## config.mk

```make
export PLATFORM = sky130hd
export DESIGN_NAME = sacl_ctrl
export DESIGN_NICKNAME = d
export VERILOG_FILES = /design/src/rtl/sacl_pkg.sv /design/src/rtl/sacl_ctrl.sv
export VERILOG_INCLUDE_DIRS = /design/src /design/src/rtl
export SDC_FILE = /design/constraint.sdc
export NUM_CORES = 1
export LEC_CHECK = 0
export BUFFER_PORTS_ARGS = -buffer_cell sky130_fd_sc_hd__buf_2
export CORE_AREA = 5 5 42 44
export DETAILED_ROUTE_END_ITERATION = 10
export DIE_AREA = 0 0 47 49
export GPL_ROUTABILITY_DRIVEN = 0
export PLACE_DENSITY = 0.44
export REMOVE_ABC_BUFFERS = 1
export SLEW_MARGIN = 30
export SYNTH_ARGS = -nofsm -noshare
export SYNTH_HDL_FRONTEND = slang
export SYNTH_SLANG_ARGS = --single-unit
```

## constraint.sdc

```tcl
create_clock -name i_clk -period 1.38 [get_ports i_clk]
set_clock_uncertainty 0.05 [all_clocks]
set_input_delay 0.207 -clock i_clk [delete_from_list [all_inputs] [get_ports i_clk]]
set_output_delay 0.207 -clock i_clk [all_outputs]
set_load 0.005 [all_outputs]
```

## src/rtl/set_assoc_cache_lru_lookup_top_defines.svh

```systemverilog
// Assertion macros shared by the cache lookup RTL.
// Included by the controller and datapath; no other dependencies.
`ifndef SET_ASSOC_CACHE_LRU_LOOKUP_TOP_DEFINES_SVH
`define SET_ASSOC_CACHE_LRU_LOOKUP_TOP_DEFINES_SVH

`ifndef SYNTHESIS

// Clocked check, disabled while reset is asserted (reset is active low).
`define SACL_ASSERT(lbl, clk, rst_n, prop, msg) \
    lbl: assert property (@(posedge clk) disable iff (!rst_n) prop) else $error(msg);

// Clocked check that also holds during reset.
`define SACL_ASSERT_ALWAYS(lbl, clk, prop, msg) \
    lbl: assert property (@(posedge clk) prop) else $error(msg);

`else

`define SACL_ASSERT(lbl, clk, rst_n, prop, msg)
`define SACL_ASSERT_ALWAYS(lbl, clk, prop, msg)

`endif

`endif

```

## src/rtl/sacl_pkg.sv

```systemverilog
// Shared types and constants of the set-associative cache lookup block.
// No dependencies; imported by the controller, datapath and top level.
package sacl_pkg;

    // Fixed port widths.
    localparam int ADDR_PORT_W = 32;
    localparam int CFG_W       = 4;
    localparam int CNT_W       = 32;
    localparam int SET_OUT_W   = 6;

    // Reset value of the ways-in-use register.
    localparam logic [CFG_W-1:0] WAYS_IN_USE_RESET = 4'd8;

    // Controller states.
    typedef enum logic [2:0] {
        ST_CLEAR,
        ST_IDLE,
        ST_DIVIDE,
        ST_READ,
        ST_LOOKUP
    } t_sacl_state;

    // Commands from the controller to the datapath.
    typedef struct packed {
        logic clr_en;
        logic load;
        logic div_step;
        logic rd_en;
        logic lookup;
    } t_sacl_cmd;

    // Status from the datapath to the controller.
    typedef struct packed {
        logic clr_last;
        logic direct_set;
    } t_sacl_status;

endpackage

```

## src/rtl/sacl_ctrl.sv

```systemverilog
// Sequencer of the cache lookup: clearing pass, set reduction, read, update.
// Depends on sacl_pkg and the assertion macro header.
`include "set_assoc_cache_lru_lookup_top_defines.svh"

module sacl_ctrl
    import sacl_pkg::*;
(
    input  logic         i_clk,
    input  logic         i_rst_n,
    input  logic         i_start,
    input  t_sacl_status i_status,
    output t_sacl_cmd    o_cmd,
    output logic         o_busy
);

    t_sacl_state r_state;
    t_sacl_state n_state;

    // State register.
    always_ff @(posedge i_clk) begin
        if (!i_rst_n) begin
            r_state <= ST_CLEAR;
        end else begin
            r_state <= n_state;
        end
    end

    // Next state and commands.
    always_comb begin
        n_state = r_state;
        o_cmd   = '0;
        case (r_state)
            ST_CLEAR: begin
                o_cmd.clr_en = 1'b1;
                if (i_status.clr_last) begin
                    n_state = ST_IDLE;
                end
            end
            ST_IDLE: begin
                if (i_start) begin
                    o_cmd.load = 1'b1;
                    n_state    = i_status.direct_set ? ST_LOOKUP : ST_DIVIDE;
                end
            end
            ST_DIVIDE: begin
                // The quotient estimate is registered in this state.
                o_cmd.div_step = 1'b1;
                n_state        = ST_READ;
            end
            ST_READ: begin
                o_cmd.rd_en = 1'b1;
                n_state     = ST_LOOKUP;
            end
            ST_LOOKUP: begin
                o_cmd.lookup = 1'b1;
                n_state      = ST_IDLE;
            end
            default: begin
                n_state = ST_IDLE;
            end
        endcase
    end

    // Only the idle state takes a new transfer.
    assign o_busy = (r_state != ST_IDLE);

    // An accepted transfer always moves on to reduction or lookup.
    `SACL_ASSERT(a_accept_moves, i_clk, i_rst_n, (r_state == ST_IDLE && i_start) |=> (r_state == ST_LOOKUP || r_state == ST_DIVIDE), "accepted item did not advance")
    // The update state is always followed by idle.
    `SACL_ASSERT(a_lookup_ends, i_clk, i_rst_n, (r_state == ST_LOOKUP) |=> (r_state == ST_IDLE), "lookup did not return to idle")
    // At most one command is issued per cycle.
    `SACL_ASSERT(a_cmd_onehot, i_clk, i_rst_n, $onehot0(o_cmd), "more than one datapath command")

endmodule

```

==> Yosys cells after proc, flatten, opt, wreduce, memory -nomap -nowiden <==
Cells that the tools add are included.
{ "word_totals": {"register_bits": 3, "latchBits": 0, "ramBits": 0, "rom_bits": 0, "inputBits": 5, "output_inout_bits": 6, "word_cells": 20, "n_memories": 0} }
{ "op_classes": {"addsub": 0, "n_mul": 0, "n_div": 0, "magnitude_cmp": 0, "eq_ne": 7, "shifts": 0, "n_mux": 10, "n_bitwise": 0, "reduce_logical": 2} }
{ "ops": {"columns": ["op", "count"], "rows": [
  ["$pmux 3 s4", 1],
  ["$mux 3", 3],
  ["$eq 3x2->1 const B", 2],
  ["$mux 1", 6],
  ["$ne 2x2->1 const B", 2],
  ["$eq 3x1->1 const B", 1],
  ["$eq 3x3->1 const B", 1],
  ["$logic_not 3->1", 1],
  ["$ne 3x1->1 const B", 1],
  ["$reduce_and 2->1", 1]
]} }

==> Logic depth before layout (Yosys ltp) <==
{ "depth": {"depth_word": 3, "ltp_mapped": 3} }

==> Worst setup path before layout <==
No wires, ideal clock.
{ "synth_timing": {"path_type": "reg-to-reg", "start": "register r_state[1]", "end": "register r_state[0]", "arrival_time_ps": 1031, "setup_slack_ps": 183, "path_stages_with_launch": 4, "period_less_slack_ps": 1197, "path_cell_list": "dfxtp_1 -> buf_6 -> or4_1 -> o211a_1"} }
{ "synth_via": {"elab_chain_len": 3, "elab_cells_between_ends": 8, "classes_between": "5 x eq/ne; 1 x mux; 2 x reduce/logical"} }
{ "synth_lines": {"columns": ["item", "line", "text"], "rows": [
  ["start: declaration", "sacl_ctrl.sv:16", "t_sacl_state r_state;"],
  ["start signal: assignment", "sacl_ctrl.sv:24", "r_state <= n_state;"],
  ["$eq 3x1->1 or $logic_not 3->1 (tied branches)", "sacl_ctrl.sv:32", "case (r_state)"],
  ["$ne 2x2->1 (no source line)", null, null],
  ["$reduce_and 2->1 (no source line)", null, null]
]} }
Several ways; a longest one is shown, not always the timed one.
A chain may end at the register's enable or synchronous reset.

==> flow_metrics.py <==
metrics = {
    "cts": {
        "clockBufferDepth": 2,
        "numCtsBuffers": 3,
        "path_clk_slew_ps": 40,
        "holdBufCountCts": 0,
        "htreeDepth": 1,
        "root_buffer": "clkbuf_4",
        "cts_setup_buffers": 0,
        "clkLatencyLatePin_ps": 230,
        "clkSinkCount": 3,
        "cts_tree": "done",
    },
    "logic_synthesis": {
        "synth_seq_area_share": 0.3310,
        "synth_flop_cell": "dfxtp_1",
        "synth_top_area_share": 0.3310,
        "avgSynthCellArea_um2": 8.639,
        "syn-cell-area_um2": 181.4,
        "yosysWarningCount": 0,
        "yosys.area.top_type": "dfxtp_1",
        "ys_top_cells_by_area": "dfxtp_1 (33%), nor3b_1 (12%), nand2b_1 (6.9%)",
        "synth-edff-count": 0,
        "ys_seq_elements": 3,
        "synthArstFlopShare": 0,
        "synthTopCellsByCount": "dfxtp_1 (3), nor3b_1 (3), a21oi_1 (2), nand2b_1 (2)",
        "synth_cells": 21,
        "synth_cell_types": 15,
    },
    "route": {
        "drc_errors": 0,
        "ant_nets": 0,
        "vias_per_cell": 4.061,
        "drt-total-wl_um": 474,
        "firstDrtPassIters": 4,
        "drt_iter0_markers": 4,
        "wire_per_inst_um": 9.673,
        "vias": 199,
    },
    "cells_and_area": {
        "area_growth_syn_to_layout_pct": 45.52,
        "regMostFlops": "r_state",
        "drive_above_1_share": 0.4242,
        "nFillCells": 163,
        "largest_reg_flops": 3,
        "top_regs": "r_state x3",
        "diodes": 0,
        "nNetsFinal": 39,
    },
    "pwr": {
        "powerDensity_mw_per_mm2": 1132,
        "leakage_nw": 0.1268,
        "vdd_ir_drop_max_uv": 335.5,
    },
    "placed_design": {
        "dp_slack_ps": 178.3,
        "dp_hpwl_um": 349.3,
        "placement.io_buffers": 10,
    },
    "worst_setup_path": {
        "slowest_delay_ps": 430,
        "crit_path_end_kind": "output port",
        "cp_cell_sequence": "nor2_1, and3_1, buf_2",
        "crit_fanout": 8,
        "crit_type": "reg -> out",
        "start_kind": "flip-flop",
        "required_ps": 1120,
        "crit_arrival_ps": 1030,
        "cp_slowest_cell": "dfxtp_1",
    },
    "timing": {
        "worst_slack_ps": 89.59,
        "slew_headroom": 0.8157,
        "fin_tns_setup_ps": 0,
        "fmax_mhz": 775.0,
        "finalCriticalPeriod_ps": 1290,
        "period_share": 0.9351,
        "worstMarginPinSlew_ps": 276.1,
        "drv_slew": 0,
        "finalSetupViolCount": 0,
        "hold_viol": 0,
        "rsz0062_at_grt": "false",
    },
    "die": {
        "die_w_um": 47,
        "num_io_pins": 11,
        "start_util": 0.1295,
        "chipHeight_um": 49,
        "core.rowCount": 14,
        "die_area_mm2": 0.002303,
        "core-area_mm2": 0.001401,
    },
    "global_route": {
        "grt_pass1_vias": 172,
        "track_usage": 0.04785,
        "grt_remaining_overflow": 0,
        "grt_start_max_net_pins": 12,
        "grt_pass1_wl_um": 731,
        "antenna_found_initial": 0,
    },
    "outcome": {
        "status": "finished clean",
    },
    "min_path": {
        "min_path_type": "in -> reg",
    },
    "run": {
        "maxCapViolations": 0,
    },
}
==> cell families (layout without fill, tap and decap cells) <==
kind of cell    Yosys count  count (layout)  share of synthesized area
compound gates            4               4                     0.1379
buf+inv                   2              14                    0.08273
flops                     3               3                     0.3310
simple gates             12              12                     0.4482
==> cell usage in the layout (no fill, tap or decap) <==
cell	synthesis	layout
a21oi_1	2	2
nand4bb_1	1	1
buf_2	0	10
and3b_1	1	1
nor2_1	1	1
clkbuf_4	0	3
nand2_1	1	1
and3_1	1	1
dfxtp_2	0	1
o211a_1	1	1
nor3b_1	3	3
dfxtp_1	3	2
nor3_1	1	1
o21ai_0	1	1
nand2b_1	2	2
clkbuf_1	1	1
or4_1	1	1
==> power breakdown <==
group | internal [W] | switching, W
registers | 0.0000927 | 0.0000107
logic | 0.0000244 | 0.0000166
clock network | 0.000108 | 0.0000462
total | 0.000225 | 0.0000735
==> stage by stage <==
step	hold WS, ps	instance area (um^2)	power (W)	utilization	instances
3_5_place_dp	410.3	236.5	0.0001461	0.1688	45
2_1_floorplan	290.4	166.4	0.0001231	-	19
5_1_grt	198.2	264.0	0.0003189	0.1884	49
4_1_cts	161.4	262.8	0.0003110	0.1875	49
6_report	170.4	264.0	0.0002990	0.1884	49
3_3_place_gp	404.4	236.5	0.0001458	0.1688	45
==> routing by layer <==
| layer | share of wire | vias to the layer above | global-route usage |
|---|---|---|---|
| met5 | 0 | - | 0 |
| met4 | 0.036 | 0 | 0.06912 |
| met3 | 0.20 | 2 | 0.01845 |
| met2 | 0.31 | 15 | 0.04751 |
| met1 | 0.45 | 81 | 0.05921 |
| li1 | - | 101 | - |
==> worst paths after layout <==
kind / cells past startpoint / from / slack, ps / endpoint
setup / recovery: 3 / r_state[2]$_SDFFE_PN0P_ / 90 / o_cmd[3]
hold / removal: 2 / i_rst_n / 170 / r_state[0]$_SDFFE_PN0P_
setup reg to reg: 2 / r_state[1]$_SDFFE_PN0P_ / 220 / r_state[0]$_SDFFE_PN0P_
hold reg to reg: 2 / r_state[1]$_SDFFE_PN0P_ / 480 / r_state[1]$_SDFFE_PN0P_
==> repair_timing <==
action / in CTS / in global routing
gates resized for setup: 0 / 1
setup endpoints to repair: 0 / 2
endpoints found under the hold margin: 0 / 0
==> critical path: cells and delay by family, from the launching register on <==
kind                   cells  cell delay [ps]
and+or+nand+nor            2              260
DFF                        1              430
buffers and inverters      1              120
==> final cells by class <==
class / instances / area (um^2) / area share
Timing Repair Buffer: 10 / 50.05 / 0.1896
Sequential cell: 3 / 61.31 / 0.2322
Multi-Input combinational cell: 16 / 106.4 / 0.4028
Clock buffer: 4 / 26.28 / 0.09953
Tap cell: 16 / 20.02 / 0.07583
Power figures use the tool's default switching activity.
